### config.mk
export PLATFORM = sky130hd
export DESIGN_NAME = tneu_sqrt_cell
export DESIGN_NICKNAME = d
export VERILOG_FILES = /design/src/sv/tneu_pkg.sv /design/src/sv/tneu_sqrt_cell.sv
export SDC_FILE = /design/constraint.sdc
export NUM_CORES = 1
export LEC_CHECK = 0
export BUFFER_PORTS_ARGS = -buffer_cell sky130_fd_sc_hd__buf_2
export CORE_AREA = 5 5 176 178
export CTS_CLUSTER_SIZE = 14
export DETAILED_ROUTE_END_ITERATION = 10
export DIE_AREA = 0 0 181 183
export PLACE_DENSITY_LB_ADDON = 0.12
export SLEW_MARGIN = 40
export SYNTH_ARGS = -nofsm -noshare
export SYNTH_HDL_FRONTEND = slang
export SYNTH_SLANG_ARGS = --single-unit
### constraint.sdc
create_clock -name i_clk -period 8 [get_ports i_clk]
set_input_delay 1.6 -clock i_clk [delete_from_list [all_inputs] [get_ports i_clk]]
set_output_delay 1.6 -clock i_clk [all_outputs]
set_load 0.01 [all_outputs]
### src/sv/tneu_pkg.sv
// shared widths and pipeline bus types of the triangle normal unit
// no dependencies
package tneu_pkg;

    localparam int NW     = 31;  // normalized edge magnitude
    localparam int SQ_W   = 64;  // sum of squares
    localparam int ROOT_W = 32;  // integer square root
    localparam int SREM_W = 33;  // square root remainder
    localparam int QW     = 31;  // quotient bits
    localparam int DREM_W = 32;  // divider remainder
    localparam int NUM_W  = 62;  // dividend

    // one edge moving through the square root chain
    typedef struct packed {
        logic                   valid;
        logic [SQ_W-1:0]        x;
        logic [SREM_W-1:0]      rem;
        logic [ROOT_W-1:0]      root;
        logic [2:0][NW-1:0]     m;
        logic [2:0]             neg;
        logic                   zero;
    } t_sqrt_bus;

    // one component moving through the divider chain
    typedef struct packed {
        logic                   valid;
        logic [DREM_W-1:0]      rem;
        logic [QW-1:0]          low;
        logic [QW-1:0]          quo;
        logic [ROOT_W-1:0]      norm;
        logic                   neg;
        logic                   zero;
    } t_div_bus;

endpackage

### src/sv/tneu_sqrt_cell.sv
// one root bit of the integer square root chain
// depends on tneu_pkg
module tneu_sqrt_cell (
    input  logic                 i_clk,
    input  logic                 i_rst_n,
    input  logic                 i_en,
    input  tneu_pkg::t_sqrt_bus  i_bus,
    output tneu_pkg::t_sqrt_bus  o_bus
);

    tneu_pkg::t_sqrt_bus r_bus, n_bus;
    logic [tneu_pkg::SREM_W+1:0] w_acc, w_trial;

    // bring down two bits, try subtracting 4*root+1
    always_comb begin
        n_bus   = i_bus;
        w_acc   = {i_bus.rem, i_bus.x[tneu_pkg::SQ_W-1 -: 2]};
        w_trial = {1'b0, i_bus.root, 2'b01};
        n_bus.x = {i_bus.x[tneu_pkg::SQ_W-3:0], 2'b00};
        if (w_acc >= w_trial) begin
            n_bus.rem  = tneu_pkg::SREM_W'(w_acc - w_trial);
            n_bus.root = {i_bus.root[tneu_pkg::ROOT_W-2:0], 1'b1};
        end else begin
            n_bus.rem  = w_acc[tneu_pkg::SREM_W-1:0];
            n_bus.root = {i_bus.root[tneu_pkg::ROOT_W-2:0], 1'b0};
        end
    end

    always_ff @(posedge i_clk) begin
        if (!i_rst_n) begin
            r_bus.valid <= 1'b0;
        end else if (i_en) begin
            r_bus <= n_bus;
        end
    end

    assign o_bus = r_bus;

endmodule

; After elaboration in Yosys (flattened, before gate mapping)
; Index checks and enable logic that the tools add are counted.
[classes]
reduce_logical = 1
n_lt_le_gt_ge = 1
muxes = 1
n_addsub = 1
[op_table]
columns = operator, n
row1 = $mux 65, 1
row2 = $ge 35x34->1, 1
row3 = $sub 33x33->33, 1
row4 = $reduce_and 2->1, 1
[word_totals]
elab_cells = 13
output_inout_bits = 227
ff_bits = 225

; Longest topological paths before layout
; Gate-level depths: netlist (run 1).
[logic_depth]
depth_word = 2
ltp_mapped = 13
depth_no_buf = 11

; Least setup slack after synthesis (run 1)
; Ideal clock, no wire load.
[synth_timing]
path_kind = input to register
startpoint = in i_en
endpoint = reg r_bus (netlist bit o_bus[0]) (enable)
required_ps = 7389
setup_ps = 611
arrival_time_ps = 6673
path_buffers = 0
path_slack_ps = 716
path_stages = 1
path_cell_list = and2_1
[synth_via]
elab_chain_cells = 1
[synth_rtl]
columns = item, line
row1 = start: declaration, tneu_sqrt_cell.sv:6  ; input logic i_en,
row2 = $reduce_and 2->1 (no source line), -
row3 = end signal: assignment, tneu_sqrt_cell.sv:33  ; r_bus <= n_bus;
row4 = end: declaration, tneu_sqrt_cell.sv:11  ; tneu_pkg::t_sqrt_bus r_bus, n_bus;
; No other way between the ends.
; A chain may end at the register's enable or synchronous reset.

==> metrics, run 1 <==
Die X=approximately 180 um; Fmax=~220 MHz; initial antenna violation count=6; asr flop ratio synth=0%; Die ar.=33100 um^2; slack of the worst reg-to-reg path=approximately 7.4 ns; grt total ovfl=0; FF-to-FF path depth=2; die height=about 180 um; slew margin rel.=about half; worst path buffer plus inverter count=4; Synth Flop Type=edfxtp_1; post-DP HPWL=about 26000 um; CP max-delay cell=nor4_1; measured slew at the worst slew-check pin=between 0.7 and 0.8 ns; routed wl met3=between 2000 and 3000 um; core area=a little under 30000 um^2; Lkg Pwr=between 0.005 and 0.006 uW; reg2reg start=o_bus[226]; via count=6750; most frequent CP cell=inv_1; CTS tree=built; Crit. End Element=flip-flop; clk_lat worst skew=a little over 0.5 ns; DR WL/cell=21.6 um; placed inst area=approximately 12000 um^2; max reg flops=around 230; CP max stage delay=0.62 ns; Mapped Avg Cell Area=about 16 um^2; post-cts sizing count=0; clock skew=0 ns; Netlist cell types=55; vias per cell=4.56; CP Capture Point=o_bus[132]; Root Driver=clkbuf_16; std cell rows=between 60 and 70; fin nets=1331; R2R Path End=o_bus[226]; register area share after synthesis=between 70% and 80%; crit path cell chain=buf_2 -> inv_1 -> ha_1 -> inv_1 -> or3_1 -> nor4_1 -> a21oi_1 -> and2_1 -> and2_4 -> inv_4 -> mux2_2; Design Area, Final=approximately 13000 um^2; Yosys top cell by area=edfxtp_1; max-cap viol count=0; post-route insts no fill=around 1500; Total GRT Usage=between 15 and 20%; CTS clk-pin slew, worst paths=0.06 ns; PD cells=approximately 230 nW/um^2; Placer Congestion=about 0.85; Post-synth EDFFs=around 220; main area contributors after synthesis=edfxtp_1, ha_1, mux2_4; critical path class=in2reg; critical path arrival=4.81 ns; Tcrit/Tclk final=around 57%; final WL=around 32000 um; startpoint types=input port; clk buf depth=3; Fin Hold WS=just over 0.5 ns; launch point of the worst path=i_bus[106]; clk sink count=around 230; pin count of the biggest net entering global routing=~100; Post-Route M1 WL=11700 um; first-pass GRT wire length=roughly 45000 um; Post-CTS Setup Bufs=0; IO Pins=roughly 460; Top Layer Used=met5; Setup violations, final=0; Post-Syn Instances=approximately 590; kind of cell adding the most delay to the critical path=simple AND/OR/NAND/NOR gates; H-tree depth reported by CTS=1; hold_buf cts=0; # fillers=2834; met2 WL=16600 um; PortBufs=between 400 and 500; Detailed Route Iter0 Violations=slightly above 400; RSZ-0062 raised after global routing=no; vias in the first global route=6843; Peak VDD IR=161 uV; WP data required=about 8.3 ns; Tot Pwr=2990 uW; Yosys reg bits=225; yosys warns=0; Syn Std Cell Area=about 9300 um^2; Max FO, Critical Path=23; number of CTS-inserted buffers=26; Fin Setup TNS=0 ns; Initial Util=between 30% and 40%; layout cells sized above 1=around 48%; final antenna-violating net count=0; status=complete, no violations; area share of the leading cell type in the synthesized netlist=around 72%; drt drc=0; Final Max Tran Viols=0; Placed Cells=1429; Tmin final=around 4.5 ns; Layout area overhead=38.1%; Hold Crit Class=reg2reg; drt pass-1 iters=4; final hold violation count=0; WP depth=11
[cell usage after synthesis (all sizes together) (4+ instances only)]
cell type and count:
and2 5, nor2 22, o21a 9, nand3 16
a21oi 36, mux2 21, a31oi 5, clkbuf 4
inv 46, nor3 8, edfxtp 224, nor2b 5
nand2 28, o31ai 6, or3 4, a21o 10
o211ai 5, o21ai 26, nor4 4, nand4 4
buf 7, a211oi 5, ha 34, xor2 6
xnor2 19
[metrics by stage]
stage,setup slack (ns),utilization [%]
6_report,3.45,43.9
5_1_grt,3.36,43.9
4_1_cts,3.48,43.9
3_5_place_dp,2.94,41.2
3_3_place_gp,2.99,41.1
2_1_floorplan,0.716,-
[per-layer routing]
layer / track usage, % / vias to the layer above
met5: 0 / -
met4: 4.44 / 8
met3: 6.64 / 42
met2: 33.1 / 287
met1: 19.9 / 3193
li1: - / 3220
[worst register-to-register path, delay by kind of cell, from the launching register on]
kind             cells  cell delay (ns)
flip-flops           1             0.30
AND/OR/NAND/NOR      1             0.06
multiplexers         1             0.12
[where the power goes]
| part | leakage [uW] | switching, uW | internal (uW) |
|---|---|---|---|
| registers | 0.00211 | 19.1 | 1400 |
| logic | 0.00303 | 263 | 199 |
| clock network | 0.000380 | 463 | 643 |
| total | 0.00553 | 745 | 2240 |
[worst min path at each step]
stage          cells past startpoint       start  slack [ns]         end
4_1_cts                            2  o_bus[226]        0.51  o_bus[226]
3_3_place_gp                       2  o_bus[226]        0.50  o_bus[226]
3_5_place_dp                       2  o_bus[226]        0.50  o_bus[226]
5_1_grt                            2  o_bus[226]        0.55  o_bus[226]
2_1_floorplan                      2  o_bus[226]        0.54  o_bus[226]
6_report                           2  o_bus[226]        0.52  o_bus[226]
[logic make-up (layout without fill, tap and decap cells)]
| family | after synthesis | count (layout) | synth area share, % |
|---|---|---|---|
| xor+xnor | 25 | 25 | 2.35 |
| flops | 225 | 225 | 72.5 |
| other cells | 1 | 5 | 0.0403 |
| fa+ha+maj | 34 | 34 | 4.57 |
| compound gates | 122 | 122 | 8.87 |
| mux | 23 | 23 | 3.48 |
| simple gates | 106 | 106 | 5.57 |
| buf+inv | 57 | 549 | 2.61 |
[placed cells by master, fill, tap and decap left out, types with 4 or more instances in the layout]
master / instances
buf_2: 454
edfxtp_1: 224
inv_1: 45
a21oi_1: 36
ha_1: 34
nand2_1: 28
clkbuf_16: 27
o21ai_0: 25
nor2_1: 22
xnor2_1: 19
mux2_4: 18
nand3_1: 16
a21o_1: 10
o21a_1: 9
nor3_1: 8
clkinv_1: 8
o31ai_1: 6
xor2_1: 6
nor2b_1: 5
a31oi_1: 5
or3_1: 4
nor4_1: 4
nand4_1: 4
o211ai_1: 4
a211oi_1: 4
clkinv_2: 4
clkbuf_1: 4
[area by class of cell]
class	count	area, um^2	share of cell area, %
Clock inverter	16	103	0.798
Antenna cell	3	7.51	0.0584
Tap cell	390	488	3.80
Clock buffer	31	691	5.37
Inverter	46	175	1.36
Timing Repair Buffer	456	2320	18.0
Multi-Input combinational cell	312	2320	18.1
Sequential cell	225	6750	52.5
No activity file was read; power rests on OpenSTA's default activity.
==> run 2: changes to the inputs <==
ABC_AREA = 1   (was unset)
CORE_AREA = 5 5 175 177   (was 5 5 176 178)
DIE_AREA = 0 0 180 182   (was 0 0 181 183)
clock period = 4.3 ns   (was 8 ns; I/O delays follow)
==> run 2 against run 1 <==
Non-clock buffer count increased by 3. Die area is 1.1% lower. Register-to-register slack worse by 3.8 ns. Power grew 88%. First-iteration DRC count rose by 17%. Hold slack got worse by 0.0073 ns. Area after synthesis up 7.0%. Synthesized cell count is 55% higher. Global-route usage rose by 1.2 points. Final cell count increased by 22%. Via count increased by 16%.
==> metrics, run 2 <==
hold endpoint=o_bus[32]; Placer Congestion=0.917 (+7.4%); grt total ovfl=0 (unchanged); Tcrit/Tclk final=about 62%; Tmin final=roughly 2.7 ns; Max FO, Critical Path=36 (+57%); max-cap viol count=0 (unchanged); Yosys reg bits=225 (unchanged); commonest cells in the netlist=nand2_1, edfxtp_1, inv_1, nand3_1, nor2_1; post-route insts no fill=1806 (+22%); hold_buf cts=0 (unchanged); vias per cell=4.34 (-4.9%); die height=182 um (-0.55%); post-cts sizing count=0 (unchanged); Place WS=0.990 ns (-1.95 ns); clk buf depth=3 (unchanged); Post-Syn Instances=917 (+55%); Layout area overhead=36.6%; Post-CTS Setup Bufs=0 (unchanged); max reg flops=225 (unchanged); reg2reg start=o_bus[226]; Detailed Route Iter0 Violations=475 (+17%); Fin Hold WS=0.508 ns (-0.00733 ns); FF-to-FF path depth=2 (unchanged); Fin Setup TNS=0 ns (unchanged); clock skew=0 ns (unchanged); layout cells sized above 1=36.8% (-11 points); critical path class=in2reg; fin worst setup slack=1.62 ns (-1.83 ns); Synth Flop Type=edfxtp_1; commonest non-fill, non-tap cell in the layout=buf_2; std cell rows=63 (unchanged); drt drc=0 (unchanged); initial antenna violation count=10 (+4); Fmax=~370 MHz; Design Area, Final=13600 um^2 (+5.8%); asr flop ratio synth=0% (unchanged); post-DP HPWL=27200 um (+6.3%); fin nets=1661 (+25%); Initial Util=34.2% (+2.4 points); PD cells=413 nW/um^2 (+78%); Netlist cell types=28 (-49%); CTS clk-pin slew, worst paths=0.06 ns (about the same); yosys warns=0 (unchanged); CTS tree=built; Placed Cells=1759 (+23%); IO Pins=457 (unchanged); core area=29100 um^2 (-0.54%); vias in the first global route=7598 (+11%); first-pass GRT wire length=48000 um (+6.7%); Post-synth EDFFs=224 (unchanged); drt pass-1 iters=5 (+1); Die ar.=32800 um^2 (-1.1%); Yosys top cell by area=edfxtp_1; commonest non-fill, non-tap cells in the layout=buf_2, nand2_1, edfxtp_1, inv_1, nand3_1; startpoint types=input port; final hold violation count=0 (unchanged); Crit. End Element=flip-flop; Die X=180 um (-0.55%); R2R Path End=o_bus[226]; Hold Startpoint=i_bus[32]; status=complete, no violations; PortBufs=454 (unchanged); count leader, synth=nand2_1; Total GRT Usage=19.2% (+1.2 points); clk sink count=225 (unchanged); critical path arrival=2.95 ns (-1.86 ns); H-tree depth reported by CTS=1 (unchanged); main area contributors after synthesis=edfxtp_1, nand2_1, inv_1; final antenna-violating net count=0 (unchanged); placed inst area=12800 um^2 (+6.1%); Syn Std Cell Area=9960 um^2 (+7.0%); Lkg Pwr=0.00658 uW (+19%); final WL=33400 um (+4.5%); area share of the leading cell type in the synthesized netlist=67.5% (-4.7 points); WP data required=4.57 ns (-3.69 ns); register area share after synthesis=67.7% (-4.8 points); Peak VDD IR=250 uV (+56%); pin count of the biggest net entering global routing=86 (-16%); clk_lat worst skew=0.52 ns (about the same); Setup violations, final=0 (unchanged); Worst Hold Depth=1 (-1); DR WL/cell=18.5 um (-14%); Root Driver=clkbuf_16; slack of the worst reg-to-reg path=3.64 ns (-3.78 ns); Final Max Tran Viols=0 (unchanged); number of CTS-inserted buffers=26 (unchanged); Hold Crit Class=in2reg; via count=7838 (+16%); RSZ-0062 raised after global routing=no; Mapped Avg Cell Area=10.9 um^2 (-31%)
==> run 2: changes by cell type in the layout (fill, tap and decap cells not counted), moves of 14 or more <==
cell / before / now
nand2_1: 28 / 327
mux2_4: 18 / 0
a21oi_1: 36 / 22
o21ai_0: 25 / 2
inv_1: 45 / 149
nor2_1: 22 / 38
xnor2_1: 19 / 0
nand3_1: 16 / 39
==> run 2: report_power, final <==
part	internal [uW]	switching, uW
Combinational	328	548
Sequential	2600	34.2
Clock	1250	855
==> run 2: worst max path at each step <==
stage,start,to,depth (start not counted),slack [ns]
2_1_floorplan,i_rst_n,o_bus[0],2,-0.33
3_3_place_gp,i_bus[111],o_bus[152],14,1.03
3_5_place_dp,i_bus[111],o_bus[153],14,0.99
4_1_cts,i_bus[111],o_bus[153],14,1.54
5_1_grt,i_bus[111],o_bus[154],14,1.34
6_report,i_bus[111],o_bus[153],14,1.62
==> run 2: area by class of cell <==
class | count | area [um^2]
Antenna cell | 3 | 7.51
Clock inverter | 16 | 130
Multi-Input combinational cell | 523 | 2550
Tap cell | 390 | 488
Sequential cell | 225 | 6750
Timing Repair Buffer | 459 | 2390
Fill cell | 2799 | 15500
Inverter | 162 | 614
Clock buffer | 28 | 679
==> run 2: critical path: stages <==
cell	delay, ns
buf_2	0.13
inv_1	0.06
ha_1	0.34
nand2_1	0.10
inv_2	0.07
nand2_2	0.09
nor2_2	0.13
nand4_1	0.13
nand3_1	0.18
nand2_2	0.08
nand2_4	0.32
inv_4	0.24
nand2_1	0.12
nand2_1	0.06
==> run 2: kinds of logic after synthesis <==
family / count (synthesis) / share of synthesized area [%]
fa+ha+maj: 34 / 4.27
xor+xnor: 14 / 1.23
simple gates: 446 / 18.4
compound gates: 27 / 1.43
flops: 225 / 67.7
buf+inv: 170 / 6.85
other cells: 1 / 0.0377
==> run 2: routing by layer <==
layer  GRT usage [%]  wire, um  part of all wire [%]
met3            5.35      2490                   7.5
met5               0        74                  0.22
met1            23.2     13200                    39
met4            5.00       784                   2.3
met2            34.0     16900                    51
==> run 2: metrics by stage <==
step | total power (uW) | utilization, %
final | 5610 | 46.8
after detailed placement | 3580 | 44.0
after global routing | 5900 | 46.8
after global placement | 3560 | 43.8
after CTS | 5710 | 46.7
after floorplan | 3170 | -
