File: config.mk
export PLATFORM = sky130hd
export DESIGN_NAME = tneu_div_cell
export DESIGN_NICKNAME = d
export VERILOG_FILES = /design/src/sv/tneu_pkg.sv /design/src/sv/tneu_div_cell.sv
export SDC_FILE = /design/constraint.sdc
export NUM_CORES = 1
export LEC_CHECK = 0
export ABC_AREA = 1
export BUFFER_PORTS_ARGS = -buffer_cell sky130_fd_sc_hd__buf_4
export CORE_MARGIN = 5
export CORE_UTILIZATION = 45
export DETAILED_ROUTE_END_ITERATION = 7
export HOLD_SLACK_MARGIN = 0.1
export PLACE_DENSITY = 0.77
export SLEW_MARGIN = 15
export SYNTH_ARGS = -nofsm -noshare
export SYNTH_HDL_FRONTEND = slang
export SYNTH_SLANG_ARGS = --single-unit
export TNS_END_PERCENT = 20
File: constraint.sdc
create_clock -name i_clk -period 3.12 [get_ports i_clk]
set_input_delay 0.312 -clock i_clk [delete_from_list [all_inputs] [get_ports i_clk]]
set_output_delay 0.312 -clock i_clk [all_outputs]
set_load 0.05 [all_outputs]
File: src/sv/tneu_pkg.sv
// shared widths and pipeline bus types of the triangle normal unit
// no dependencies
package tneu_pkg;

    localparam int NW     = 31;  // normalized edge magnitude
    localparam int SQ_W   = 64;  // sum of squares
    localparam int ROOT_W = 32;  // integer square root
    localparam int SREM_W = 33;  // square root remainder
    localparam int QW     = 31;  // quotient bits
    localparam int DREM_W = 32;  // divider remainder
    localparam int NUM_W  = 62;  // dividend

    // one edge moving through the square root chain
    typedef struct packed {
        logic                   valid;
        logic [SQ_W-1:0]        x;
        logic [SREM_W-1:0]      rem;
        logic [ROOT_W-1:0]      root;
        logic [2:0][NW-1:0]     m;
        logic [2:0]             neg;
        logic                   zero;
    } t_sqrt_bus;

    // one component moving through the divider chain
    typedef struct packed {
        logic                   valid;
        logic [DREM_W-1:0]      rem;
        logic [QW-1:0]          low;
        logic [QW-1:0]          quo;
        logic [ROOT_W-1:0]      norm;
        logic                   neg;
        logic                   zero;
    } t_div_bus;

endpackage

File: src/sv/tneu_div_cell.sv
// one quotient bit of the restoring divider chain
// depends on tneu_pkg
module tneu_div_cell (
    input  logic                i_clk,
    input  logic                i_rst_n,
    input  logic                i_en,
    input  tneu_pkg::t_div_bus  i_bus,
    output tneu_pkg::t_div_bus  o_bus
);

    tneu_pkg::t_div_bus r_bus, n_bus;
    logic [tneu_pkg::DREM_W:0] w_acc, w_den;
    logic                      w_bit;

    // shift in the next dividend bit and compare against the norm
    always_comb begin
        n_bus = i_bus;
        w_acc = {i_bus.rem, i_bus.low[tneu_pkg::QW-1]};
        w_den = {1'b0, i_bus.norm};
        w_bit = (w_acc >= w_den);
        if (w_bit) begin
            n_bus.rem = tneu_pkg::DREM_W'(w_acc - w_den);
        end else begin
            n_bus.rem = w_acc[tneu_pkg::DREM_W-1:0];
        end
        n_bus.low = {i_bus.low[tneu_pkg::QW-2:0], 1'b0};
        n_bus.quo = {i_bus.quo[tneu_pkg::QW-2:0], w_bit};
    end

    always_ff @(posedge i_clk) begin
        if (!i_rst_n) begin
            r_bus.valid <= 1'b0;
        end else if (i_en) begin
            r_bus <= n_bus;
        end
    end

    assign o_bus = r_bus;

endmodule

# == Yosys cells after proc, flatten, opt, wreduce, memory -nomap -nowiden ==
# Index checks and enable logic that the tools add are counted.
# op_classes
muxes,1
n_addsub,1
magnitude_cmp,1
reduce_logical,1
# op_table
operator,n
$ge A33 B32 Y1,1
$mux W32,1
$sub A32 B32 Y32,1
$reduce_and A2 Y1,1
# word_totals
output_inout_bits,129
register_bits,128
in_bits,132
elab_cells,11

# == Longest topological paths before layout ==
# Gate-level depths: netlist of run 1.
# logic_depth
depth_word,2
ltp_mapped,17

# == Least setup slack after synthesis of run 1 ==
# Ideal clock, no wire load.
# synth_path
path_type,input port to flip-flop
startpoint,input i_rst_n
endpoint,register r_bus (netlist bit o_bus[0]) (enable)
path_stages,2
path_slack_ps,-155
setup_ps,480
arrival_ps,2795
cell_sequence,nand2_1 > inv_1
# synth_between
elab_chain_cells,1
# synth_rtl
item,line_no,rtl
"start, declared",tneu_div_cell.sv:5,"input logic i_rst_n,"
$reduce_and A2 Y1 (no source line),-,
"end signal, assigned",tneu_div_cell.sv:34,r_bus <= n_bus;
"end, declared",tneu_div_cell.sv:11,"tneu_pkg::t_div_bus r_bus, n_bus;"
# No other way between the ends.
# A chain may end at the register's enable or synchronous reset.

==> qor_table.md, run 1 <==
| Stage | Quantity | This run |
|---|---|---|
| pwr | Peak ir drop on the vdd network | 0.000369 V |
| cells and area | Design Area, Final | 10600 um^2 |
| timing | Max Transition Viols Final | 0 |
| placement | Count of port buffers added during placement | 258 |
| detailed routing | Final WL | 23400 um |
| outcome | Result of the run | complete, no violations |
| clock tree | CTS clk-pin slew, worst paths | 0.06 ns |
| detailed routing | Post-DRT Antenna Nets | 0 |
| clock tree | Number of buffers created by CTS | 17 |
| clock tree | Clock Path Buffers | 2 |
| cells and area | Leading cell types in the layout, fill and taps excluded | sky130_fd_sc_hd__nand2_1 (305), sky130_fd_sc_hd__buf_4 (260), sky130_fd_sc_hd__inv_1 (148), sky130_fd_sc_hd__edfxtp_1 (127), sky130_fd_sc_hd__dlygate4sd3_1 (94) |
| placement | Cell area after placement | 9030 um^2 |
| die | Die ar. | 18000 um^2 |
| hold path | Hold/Removal Path Class | in -> reg |
| pwr | Pwr per Cell Area | 541 nW/um^2 |
| timing | Final hold violation count | 0 |
| synth | Average instance area after synthesis | 8.84 um^2 |
| placement | Cell count after placement | 1223 |
| synth | Part of the Yosys area used for sequential elements | 0.554 |
| synth | Synth cell types | 29 |
| pwr | Static leakage | 0.00524 uW |
| grt | Number of global-route vias before repair | 6516 |
| synth | EDFF count, synth | 127 |
| cells and area | Final standard cell count with taps included and fillers excluded | 1349 |
| placement | Detailed placer's ending HPWL | 16100 um |
| die | Die span in y | 134 um |
| die | Starting Density | 0.457 |
| timing | Worst setup skew after layout | 0 ns |
| placement | Routability-driven placement congestion ratio | 0.898 |
| cells and area | Max reg flops | 128 |
| worst setup path | Largest fanout on the critical path | 36 |
| worst setup path | Type of origin of the critical path | input port |
| cells and area | Final core utilization | 0.699 |
| timing | Final min period | 2.72 ns |
| synth | Asr flop ratio synth | 0 |
| cells and area | Number of diodes added for antenna fixing | 0 |
| timing | Unrepaired setup endpoints after global routing | false |
| timing | Transition time at the pin with the least slew margin | 0.863 ns |
| timing | Final setup TNS | 0 ns |
| worst setup path | Number of cells on the worst reg-to-reg path | 2 |
| die | Count of boundary I/O pins | 261 |
| detailed routing | Routed len/inst | 17.4 um |
| clock tree | Clk sink count | 128 |
| cells and area | Signed area change from the synthesized netlist to the final layout | 53.0% |
| synth | Number of instances in the synthesized netlist | 783 |
| grt | Wire length of the first global-routing pass | 35700 um |
| detailed routing | Total via count after detailed routing | 6391 |
| detailed routing | Number of iterations in the first detailed-routing pass | 5 |
| grt | Global-route usage over all layers | 0.260 |
| hold path | Number of cells traversed by the worst hold path | 1 |
| detailed routing | Routed vias/inst | 4.74 |
| synth | Net count after synthesis | 948 |
| cells and area | Most common cell after layout, fill and taps aside | sky130_fd_sc_hd__nand2_1 |
| timing | Final setup fails | 0 |
| worst setup path | Class of the most critical setup path | in -> reg |
| synth | Flip-flop and latch count after synthesis | 128 |
| die | Overall die width | 134 um |
| worst setup path | R2R Setup Slk | 2.33 ns |
| clock tree | Clock insertion delay at the later pin of the skew report | 0.41 ns |
| timing | Max frequency | 368 MHz |
| worst setup path | Worst path arrival time | 2.89 ns |
| worst setup path | Worst path required time | 3.29 ns |
| clock tree | Number of levels the H-tree was split into | 4 |
| detailed routing | # DRC | 0 |
| die | Core Box Area | 15100 um^2 |
| clock tree | TritonCTS clock tree | done |
| clock tree | Root Buffer | sky130_fd_sc_hd__clkbuf_16 |
| synth | Top flip-flop cell by instance count after synthesis | sky130_fd_sc_hd__edfxtp_1 |
| die | # rows | 45 |
| grt | Largest net degree at the start of global routing | 72 |
| cells and area | Share of post-route cells with drive strength above 1 | 0.263 |
| grt | Gr ovfl total | 0 |
| synth | Count of yosys warnings during synthesis | 0 |
| synth | Netlist area before placement | 6920 um^2 |
| cells and area | Post-layout net count | 1313 |
| worst setup path | Crit end category | flop |
| job | Max Cap Viol | 0 |
| grt | Initial antenna violation count | 0 |
| timing | Relative slew margins | 0.425 |
| timing | Final period utilization | 0.872 |
| detailed routing | Iteration-0 DRC count of the detailed router | 373 |
## Yosys cell counts, drive strengths merged (2+ instances only)
master  instances  share of area
a21oi          22          0.016
and2            8         0.0072
buf             8          0.012
edfxtp        127           0.55
ha             32          0.058
inv           151          0.082
nand2         310           0.17
nand3          38          0.028
nand3b         10          0.011
nand4           2         0.0018
nor2           42          0.024
nor3            8         0.0058
o21ai           4         0.0029
o21bai          2         0.0022
xor2           13          0.016
## kinds of logic (layout without fill, tap and decap cells)
group,count (synthesis),count (layout),synth area share
xor+xnor,14,14,0.0177
other cells,1,1,0.000542
flops,128,128,0.554
simple gates,419,419,0.251
fa+ha+maj,33,33,0.0608
compound gates,29,29,0.0221
buf+inv,159,537,0.0939
## routing by layer
layer | GRT usage | share of wire
met5 | 0 | 0
met4 | 0.101 | 0.034
met3 | 0.0731 | 0.078
met2 | 0.436 | 0.47
met1 | 0.320 | 0.42
## final cells by class
type,count,area (um^2)
Timing Repair Buffer,354,2890
Sequential cell,128,3830
Fill cell,1130,4560
Multi-Input combinational cell,496,2440
Clock inverter,14,184
Tap cell,188,235
Clock buffer,18,429
Inverter,151,573
## critical path, cell delays in order
cell and delay (ns):
sky130_fd_sc_hd__dlygate4sd3_1 0.54, sky130_fd_sc_hd__buf_4 0.11, sky130_fd_sc_hd__inv_1 0.04, sky130_fd_sc_hd__ha_1 0.40, sky130_fd_sc_hd__nand2_1 0.15, sky130_fd_sc_hd__nor2_1 0.21
sky130_fd_sc_hd__nand2_1 0.12, sky130_fd_sc_hd__nor2_2 0.17, sky130_fd_sc_hd__nand2_1 0.07, sky130_fd_sc_hd__nand3_1 0.09, sky130_fd_sc_hd__nor2_2 0.07, sky130_fd_sc_hd__nand2_8 0.22
sky130_fd_sc_hd__inv_4 0.19, sky130_fd_sc_hd__nand2_1 0.11, sky130_fd_sc_hd__nand2_1 0.06
## final timing paths
path | startpoint | endpoint
max reg2reg | o_bus[128]$_SDFFE_PN0P_ | o_bus[128]$_SDFFE_PN0P_
min reg2reg | o_bus[128]$_SDFFE_PN0P_ | o_bus[128]$_SDFFE_PN0P_
max | i_bus[25] | o_bus[110]$_DFFE_PP_
min | i_bus[3] | o_bus[3]$_DFFE_PP_
## power by group
part	total (uW)	switching, uW	internal, uW	leakage [uW]
logic	1530	1000	530	0.00375
clock network	2090	819	1270	0.000291
registers	2100	42.5	2060	0.00120
total	5720	1860	3860	0.00524
## stage by stage
step / hold WS (ns) / power, uW / setup slack [ns]
finish: 0.129 / 5720 / 0.400
global route: 0.111 / 5960 / 0.236
CTS: 0.113 / 5710 / 0.423
detailed placement: 0.491 / 3540 / 0.551
global placement: 0.490 / 3520 / 0.581
floorplan: 0.405 / 3070 / 0.455
## repair_timing
| action | 4_1_cts | 5_1_grt |
|---|---|---|
| resized for setup | 0 | 0 |
| setup endpoints to repair | 0 | 0 |
| hold buffers | 94 | 0 |
| buffers inserted | 0 | 0 |
| hold endpoints to repair | 94 | 0 |
Power figures use the tool's default switching activity.
==> inputs of run 2 (changes only) <==
--- a/config.mk
+++ b/config.mk
@@ -7,8 +7,10 @@
 export LEC_CHECK = 0
 export ABC_AREA = 1
 export BUFFER_PORTS_ARGS = -buffer_cell sky130_fd_sc_hd__buf_4
+export CORE_ASPECT_RATIO = 1.4
 export CORE_MARGIN = 5
 export CORE_UTILIZATION = 45
+export CTS_CLUSTER_DIAMETER = 60
 export DETAILED_ROUTE_END_ITERATION = 7
 export HOLD_SLACK_MARGIN = 0.1
 export PLACE_DENSITY = 0.77
==> run 2 against run 1 <==
Against the previous run: global-route usage rose by 0.43 points; register-to-register slack improved by 0.10 ns; fmax rose by 2.5%; sequential cell count is the same; routed wire length grew 3.3%; clock power barely moved; die area grew 0.19%; cell count is 0.44% higher; combinational power is essentially flat; power is essentially flat; setup slack gained 0.066 ns.
==> qor_table.md, run 2 (synthesized netlist as in run 1, its figures left out) <==
| Stage | Quantity | This run | Change |
|---|---|---|---|
| worst setup path | Launching instance or port of the critical path | i_bus[16] | was i_bus[25] |
| worst setup path | Class of the most critical setup path | in -> reg | unchanged |
| die | Count of boundary I/O pins | 261 | unchanged |
| clock tree | Root Buffer | sky130_fd_sc_hd__clkbuf_16 | unchanged |
| grt | Gr ovfl total | 0 | unchanged |
| clock tree | Number of levels the H-tree was split into | 4 | unchanged |
| detailed routing | Post-DRT Antenna Nets | 0 | unchanged |
| grt | Initial antenna violation count | 1 | was 0 |
| timing | Transition time at the pin with the least slew margin | 0.960 ns | was 0.863 ns |
| cells and area | Final standard cell count with taps included and fillers excluded | 1355 | was 1349 |
| timing | Worst setup skew after layout | 0 ns | unchanged |
| worst setup path | Worst path arrival time | 2.82 ns | was 2.89 ns |
| detailed routing | Total via count after detailed routing | 6470 | was 6391 |
| timing | Max Transition Viols Final | 0 | unchanged |
| grt | Wire length of the first global-routing pass | 36000 um | was 35700 um |
| detailed routing | Routed vias/inst | 4.77 | was 4.74 |
| job | Max Cap Viol | 0 | unchanged |
| worst setup path | Library cell contributing the largest single delay on the critical path | sky130_fd_sc_hd__dlygate4sd3_1 | unchanged |
| hold path | Hold/Removal Path Class | in -> reg | unchanged |
| placement | Post-Place Setup Slack | 0.653 ns | was 0.551 ns |
| placement | Routability-driven placement congestion ratio | 0.905 | was 0.898 |
| outcome | Result of the run | complete, no violations | unchanged |
| detailed routing | Max layer used | met4 | unchanged |
| worst setup path | Crit end category | flop | unchanged |
| pwr | Peak ir drop on the vdd network | 0.000350 V | was 0.000369 V |
| cells and area | Final core utilization | 0.704 | was 0.699 |
| cells and area | Max reg flops | 128 | unchanged |
| cells and area | Share of post-route cells with drive strength above 1 | 0.263 | about the same |
| clock tree | CTS clk-pin slew, worst paths | 0.06 ns | about the same |
| detailed routing | Met3 routed wirelength | 1770 um | was 1830 um |
| clock tree | Post-cts resize count | 0 | unchanged |
| detailed routing | Routed len/inst | 17.9 um | was 17.4 um |
| timing | Unrepaired setup endpoints after global routing | false | unchanged |
| cells and area | Most common cell after layout, fill and taps aside | sky130_fd_sc_hd__nand2_1 | unchanged |
| clock tree | TritonCTS clock tree | done | unchanged |
| detailed routing | # DRC | 0 | unchanged |
| worst setup path | Worst path required time | 3.28 ns | was 3.29 ns |
| worst setup path | Type of origin of the critical path | input port | unchanged |
| grt | Number of global-route vias before repair | 6712 | was 6516 |
| placement | Cell count after placement | 1228 | was 1223 |
| hold path | Hold path startpoint | i_bus[3] | unchanged |
| placement | Count of port buffers added during placement | 258 | unchanged |
| pwr | Static leakage | 0.00525 uW | was 0.00524 uW |
| detailed routing | Final WL | 24200 um | was 23400 um |
| cells and area | Total area of multi-input combinational cells | 2440 um^2 | unchanged |
| timing | Worst-case setup margin in the final layout | 0.466 ns | was 0.400 ns |
| cells and area | Signed area change from the synthesized netlist to the final layout | 53.1% | was 53.0% |
| cells and area | Post-layout net count | 1314 | was 1313 |
| worst setup path | Largest fanout on the critical path | 30 | was 36 |
| grt | Largest net degree at the start of global routing | 78 | was 72 |
| die | # rows | 53 | was 45 |
| timing | Final setup fails | 0 | unchanged |
| timing | Final setup TNS | 0 ns | unchanged |
| die | Die span in y | 157 um | was 134 um |
| worst setup path | Worst stage delay on the critical path | 0.55 ns | was 0.54 ns |
| die | Core Box Area | 15100 um^2 | about the same |
| timing | Final period utilization | 0.851 | was 0.872 |
| timing | Relative slew margins | 0.360 | was 0.425 |
| detailed routing | Iteration-0 DRC count of the detailed router | 309 | was 373 |
| worst setup path | Cells along the critical path | dlygate4sd3_1, buf_4, inv_1, ha_1, nand2_1, nor2_1, nand2_1, nor2_2, nand2_1, nand3_1, nor2_2, nand2_8, inv_4, nand2_1, nand2_1 | unchanged |
| timing | Final hold violation count | 0 | unchanged |
| die | Overall die width | 115 um | was 134 um |
| placement | Detailed placer's ending HPWL | 16700 um | was 16100 um |
| cells and area | Leading cell types in the layout, fill and taps excluded | sky130_fd_sc_hd__nand2_1 (305), sky130_fd_sc_hd__buf_4 (261), sky130_fd_sc_hd__inv_1 (148), sky130_fd_sc_hd__edfxtp_1 (127), sky130_fd_sc_hd__dlygate4sd3_1 (94) | was sky130_fd_sc_hd__nand2_1 (305), sky130_fd_sc_hd__buf_4 (260), sky130_fd_sc_hd__inv_1 (148), sky130_fd_sc_hd__edfxtp_1 (127), sky130_fd_sc_hd__dlygate4sd3_1 (94) |
| worst setup path | Reg-to-Reg Start | o_bus[128]$_SDFFE_PN0P_ | unchanged |
| detailed routing | DR WL met2 | 13400 um | was 11000 um |
| clock tree | Clock Path Buffers | 2 | unchanged |
| clock tree | Clock insertion delay at the later pin of the skew report | 0.41 ns | about the same |
| detailed routing | Number of iterations in the first detailed-routing pass | 6 | was 5 |
| detailed routing | Sum of routed wire segments on met1 | 8360 um | was 9810 um |
| grt | Global-route usage over all layers | 0.265 | was 0.260 |
| timing | Max frequency | 377 MHz | was 368 MHz |
| clock tree | Clk sink count | 128 | unchanged |
| pwr | Pwr per Cell Area | 540 nW/um^2 | was 541 nW/um^2 |
| die | Die ar. | 18000 um^2 | about the same |
| timing | Final min period | 2.65 ns | was 2.72 ns |
| clock tree | Number of buffers created by CTS | 17 | unchanged |
| worst setup path | Most common cell type on the critical path | sky130_fd_sc_hd__nand2_1 | unchanged |
| die | Starting Density | 0.460 | was 0.457 |
| cells and area | FILL cells | 1096 | was 1130 |
| cells and area | Sequential standard cell area | 3830 um^2 | unchanged |
-- run 2: worst max-delay path, delay by kind of cell --
kind	cells	cell delay [ns]
buffers and inverters	4	0.90
AND/OR/NAND/NOR	10	1.25
adder cells (fa/ha/maj)	1	0.35
-- run 2: area by class of cell --
| class | instances | area share |
|---|---|---|
| Timing Repair Buffer | 355 | 0.274 |
| Multi-Input combinational cell | 496 | 0.230 |
| Inverter | 151 | 0.0541 |
| Sequential cell | 128 | 0.362 |
| Tap cell | 192 | 0.0227 |
| Antenna cell | 1 | 0.000236 |
| Clock inverter | 14 | 0.0168 |
| Clock buffer | 18 | 0.0405 |
-- run 2: stage by stage --
stage / total power (uW) / hold WS, ns / area, um^2
after global routing: 5950 / 0.117 / 10600
final: 5720 / 0.123 / 10600
after detailed placement: 3550 / 0.491 / 9040
after global placement: 3530 / 0.490 / 9040
after CTS: 5750 / 0.104 / 10600
after floorplan: 3070 / 0.405 / 6920
-- run 2: path summary, 6_finish.rpt --
path / depth (start not counted) / slack (ns) / endpoint
hold / removal: 1 / 0.12 / o_bus[3]$_DFFE_PP_
hold reg to reg: 2 / 0.60 / o_bus[128]$_SDFFE_PN0P_
setup reg to reg: 2 / 2.43 / o_bus[128]$_SDFFE_PN0P_
setup / recovery: 15 / 0.47 / o_bus[113]$_DFFE_PP_
-- run 2: layer usage --
metal / GRT usage / vias up
li1: - / 3201
met1: 0.271 / 2944
met2: 0.519 / 273
met3: 0.0584 / 52
met4: 0.0906 / 0
met5: 0 / -
-- run 2: timing repair --
action,4_1_cts,5_1_grt
buffers inserted,0,0
hold buffers,94,0
hold endpoints to repair,94,0
-- run 2: where the power goes --
group / internal [uW] / switching (uW)
Sequential: 2060 / 45.7
Combinational: 532 / 1000
Clock: 1270 / 811
Total: 3860 / 1860
==> inputs of run 3 (changes only) <==
--- a/config.mk
+++ b/config.mk
@@ -14,6 +14,7 @@
 export DETAILED_ROUTE_END_ITERATION = 7
 export HOLD_SLACK_MARGIN = 0.1
 export PLACE_DENSITY = 0.77
+export RECOVER_POWER = 100
 export SLEW_MARGIN = 15
 export SYNTH_ARGS = -nofsm -noshare
 export SYNTH_HDL_FRONTEND = slang
==> run 3 against run 2 <==
Against the previous run: the flow now finishes with violations (capacitance limit, slew limit); largest power group unchanged; global-route usage unchanged; core utilization down 3.7 points; critical path depth unchanged; cell area shrank 5.2%; critical path type unchanged; clock skew did not move; die area is the same; count of clock-buffer cells in the layout did not move; combinational power down 8%; critical endpoint unchanged; sequential share of layout area is 2.0 points higher.
==> qor_table.md, run 3 (synthesized netlist as in run 1, its figures left out) <==
| Stage | Quantity | This run | Change |
|---|---|---|---|
| placement | Cell count after placement | 1228 | unchanged |
| outcome | Failing checks | capacitance limit, slew limit |  |
| detailed routing | Iteration-0 DRC count of the detailed router | 269 | was 309 |
| clock tree | Post-cts resize count | 0 | unchanged |
| clock tree | Clk sink count | 128 | unchanged |
| worst setup path | Worst path arrival time | 2.90 ns | was 2.82 ns |
| timing | Final setup TNS | 0 ns | unchanged |
| timing | Final setup fails | 0 | unchanged |
| timing | Final min period | 2.73 ns | was 2.65 ns |
| grt | Initial antenna violation count | 1 | unchanged |
| worst setup path | Largest fanout on the critical path | 30 | unchanged |
| die | Count of boundary I/O pins | 261 | unchanged |
| cells and area | Sequential standard cell area | 3830 um^2 | unchanged |
| placement | Detailed placer's ending HPWL | 16700 um | unchanged |
| cells and area | Total area of multi-input combinational cells | 2430 um^2 | was 2440 um^2 |
| cells and area | Most common cell after layout, fill and taps aside | sky130_fd_sc_hd__nand2_1 | unchanged |
| cells and area | Leading cell types in the layout, fill and taps excluded | sky130_fd_sc_hd__nand2_1 (305), sky130_fd_sc_hd__inv_1 (148), sky130_fd_sc_hd__clkbuf_1 (146), sky130_fd_sc_hd__edfxtp_1 (127), sky130_fd_sc_hd__dlygate4sd3_1 (94) | was sky130_fd_sc_hd__nand2_1 (305), sky130_fd_sc_hd__buf_4 (261), sky130_fd_sc_hd__inv_1 (148), sky130_fd_sc_hd__edfxtp_1 (127), sky130_fd_sc_hd__dlygate4sd3_1 (94) |
| timing | Max Transition Viols Final | 78 | was 0 |
| cells and area | Final core utilization | 0.667 | was 0.704 |
| worst setup path | Worst path top cell family by delay | simple AND/OR/NAND/NOR gates | unchanged |
| clock tree | Clock Path Buffers | 2 | unchanged |
| worst setup path | Worst path required time | 3.28 ns | about the same |
| worst setup path | Crit end category | flop | unchanged |
| hold path | Hold path startpoint | i_bus[128] | was i_bus[3] |
| timing | Worst-case setup margin in the final layout | 0.390 ns | was 0.466 ns |
| pwr | Peak ir drop on the vdd network | 0.000348 V | was 0.000350 V |
| placement | Routability-driven placement congestion ratio | 0.905 | unchanged |
| grt | Largest net degree at the start of global routing | 78 | unchanged |
| clock tree | CTS clk-pin slew, worst paths | 0.06 ns | about the same |
| worst setup path | Reg-to-Reg Start | o_bus[128]$_SDFFE_PN0P_ | unchanged |
| die | Overall die width | 115 um | unchanged |
| outcome | Result of the run | finished with violations | was complete, no violations |
| cells and area | Max reg flops | 128 | unchanged |
| job | Max Cap Viol | 1 | was 0 |
| clock tree | Root Buffer | sky130_fd_sc_hd__clkbuf_16 | unchanged |
| worst setup path | Cells along the critical path | dlygate4sd3_1, clkbuf_4, inv_1, ha_1, nand2_1, nor2_1, nand2_1, nor2_1, nand2_1, nand3_1, nor2_1, nand2_8, inv_4, nand2_1, nand2_1 | was dlygate4sd3_1, buf_4, inv_1, ha_1, nand2_1, nor2_1, nand2_1, nor2_2, nand2_1, nand3_1, nor2_2, nand2_8, inv_4, nand2_1, nand2_1 |
| timing | Final hold violation count | 0 | unchanged |
| die | Die span in y | 157 um | unchanged |
| die | # rows | 53 | unchanged |
| grt | Number of global-route vias before repair | 6712 | unchanged |
| worst setup path | Type of origin of the critical path | input port | unchanged |
| clock tree | Number of buffers created by CTS | 17 | unchanged |
| hold path | Number of cells traversed by the worst hold path | 3 | was 1 |
| placement | Count of port buffers added during placement | 258 | unchanged |
| hold path | Hold/Removal Path Class | in -> reg | unchanged |
| worst setup path | Reg2reg end | o_bus[128]$_SDFFE_PN0P_ | unchanged |
| cells and area | Post-layout net count | 1314 | unchanged |
| detailed routing | Final WL | 24200 um | about the same |
| clock tree | Number of levels the H-tree was split into | 4 | unchanged |
| pwr | Pwr per Cell Area | 558 nW/um^2 | was 540 nW/um^2 |
| timing | Worst setup skew after layout | 0 ns | unchanged |
| cells and area | Final standard cell count with taps included and fillers excluded | 1355 | unchanged |
| detailed routing | # DRC | 0 | unchanged |
| die | Starting Density | 0.460 | unchanged |
| worst setup path | Number of cells on the worst reg-to-reg path | 2 | unchanged |
| timing | Relative slew margins | -0.246 | was 0.360 |
| grt | Global-route usage over all layers | 0.265 | unchanged |
| hold path | Hold Path End | o_bus[128]$_SDFFE_PN0P_ | was o_bus[3]$_DFFE_PP_ |
| detailed routing | Post-DRT Antenna Nets | 0 | unchanged |
| detailed routing | Routed len/inst | 17.9 um | about the same |
| worst setup path | Class of the most critical setup path | in -> reg | unchanged |
| detailed routing | Routed vias/inst | 4.77 | about the same |
| cells and area | Signed area change from the synthesized netlist to the final layout | 45.1% | was 53.1% |
| worst setup path | Library cell contributing the largest single delay on the critical path | sky130_fd_sc_hd__dlygate4sd3_1 | unchanged |
| cells and area | Share of post-route cells with drive strength above 1 | 0.137 | was 0.263 |
| grt | Wire length of the first global-routing pass | 36000 um | unchanged |
| timing | Transition time at the pin with the least slew margin | 1.87 ns | was 0.960 ns |
| timing | Final period utilization | 0.875 | was 0.851 |
| worst setup path | Most common cell type on the critical path | sky130_fd_sc_hd__nand2_1 | unchanged |
| die | Die ar. | 18000 um^2 | unchanged |
| die | Core Box Area | 15100 um^2 | unchanged |
| pwr | Post-layout power | 5600 uW | was 5720 uW |
| detailed routing | Total via count after detailed routing | 6464 | was 6470 |
| grt | Gr ovfl total | 0 | unchanged |
| cells and area | FILL cells | 1304 | was 1096 |
| timing | Max frequency | 366 MHz | was 377 MHz |
| worst setup path | Buf+Inv Stages, Crit Path | 4 | unchanged |
| worst setup path | Worst stage delay on the critical path | 0.55 ns | about the same |
| clock tree | Clock insertion delay at the later pin of the skew report | 0.41 ns | about the same |
| detailed routing | Number of iterations in the first detailed-routing pass | 5 | was 6 |
| placement | Post-Place Setup Slack | 0.653 ns | unchanged |
| timing | Unrepaired setup endpoints after global routing | false | unchanged |
| worst setup path | R2R Setup Slk | 2.44 ns | was 2.43 ns |
| clock tree | TritonCTS clock tree | done | unchanged |
| pwr | Static leakage | 0.00471 uW | was 0.00525 uW |
==> run 3: cell count changes in the layout (fill, tap and decap cells not counted) <==
cell	delta
sky130_fd_sc_hd__buf_4	-225
sky130_fd_sc_hd__clkbuf_1	+145
sky130_fd_sc_hd__clkbuf_2	+2
sky130_fd_sc_hd__clkbuf_4	+78
sky130_fd_sc_hd__nor2_1	+2
sky130_fd_sc_hd__nor2_2	-2
==> run 3: per-stage QoR <==
step	area, um^2	hold WS [ns]
final	10000	0.164
after global routing	10000	0.163
after CTS	10600	0.104
after detailed placement	9040	0.491
after global placement	9040	0.490
after floorplan	6920	0.405
==> run 3: area by class of cell <==
class	count	share of cell area
clock buffers	18	0.0428
well taps	192	0.0239
inverters	151	0.0571
repair buffers	355	0.234
diodes	1	0.000249
multi-input cells	496	0.242
flip-flops and latches	128	0.382
clock inverters	14	0.0177
==> run 3: worst max-delay path by stage <==
stage / from / cells after the start / slack, ns / endpoint
3_5_place_dp: i_bus[16] / 14 / 0.65 / o_bus[123]$_DFFE_PP_
6_report: i_bus[16] / 15 / 0.39 / o_bus[113]$_DFFE_PP_
3_3_place_gp: i_bus[20] / 14 / 0.67 / o_bus[123]$_DFFE_PP_
5_1_grt: i_bus[16] / 15 / 0.21 / o_bus[105]$_DFFE_PP_
2_1_floorplan: i_rst_n / 2 / 0.45 / o_bus[0]$_DFFE_PP_
4_1_cts: i_bus[8] / 15 / 0.52 / o_bus[123]$_DFFE_PP_
==> run 3: report_power, final <==
part / switching (uW) / leakage (uW) / internal, uW
logic: 1010 / 0.00321 / 410
clock network: 808 / 0.000296 / 1270
registers: 42.5 / 0.00120 / 2060
==> run 3: repair_timing <==
action | in CTS | in global routing
hold endpoints to repair | 94 | 0
setup buffers | 0 | 0
endpoints found under the setup margin | 0 | 0
hold buffers | 94 | 0
==> run 3: routing by layer <==
layer,global-route usage,up-vias,share of wire
li1,-,3205,-
met1,0.271,2935,0.35
met2,0.519,266,0.54
met3,0.0584,58,0.069
met4,0.0906,0,0.032
met5,0,-,0
==> run 3: worst register-to-register path, delay by kind of cell (launching register included) <==
family	cells	cell delay, ns
AOI/OAI and AO/OA	2	0.25
DFF	1	0.32
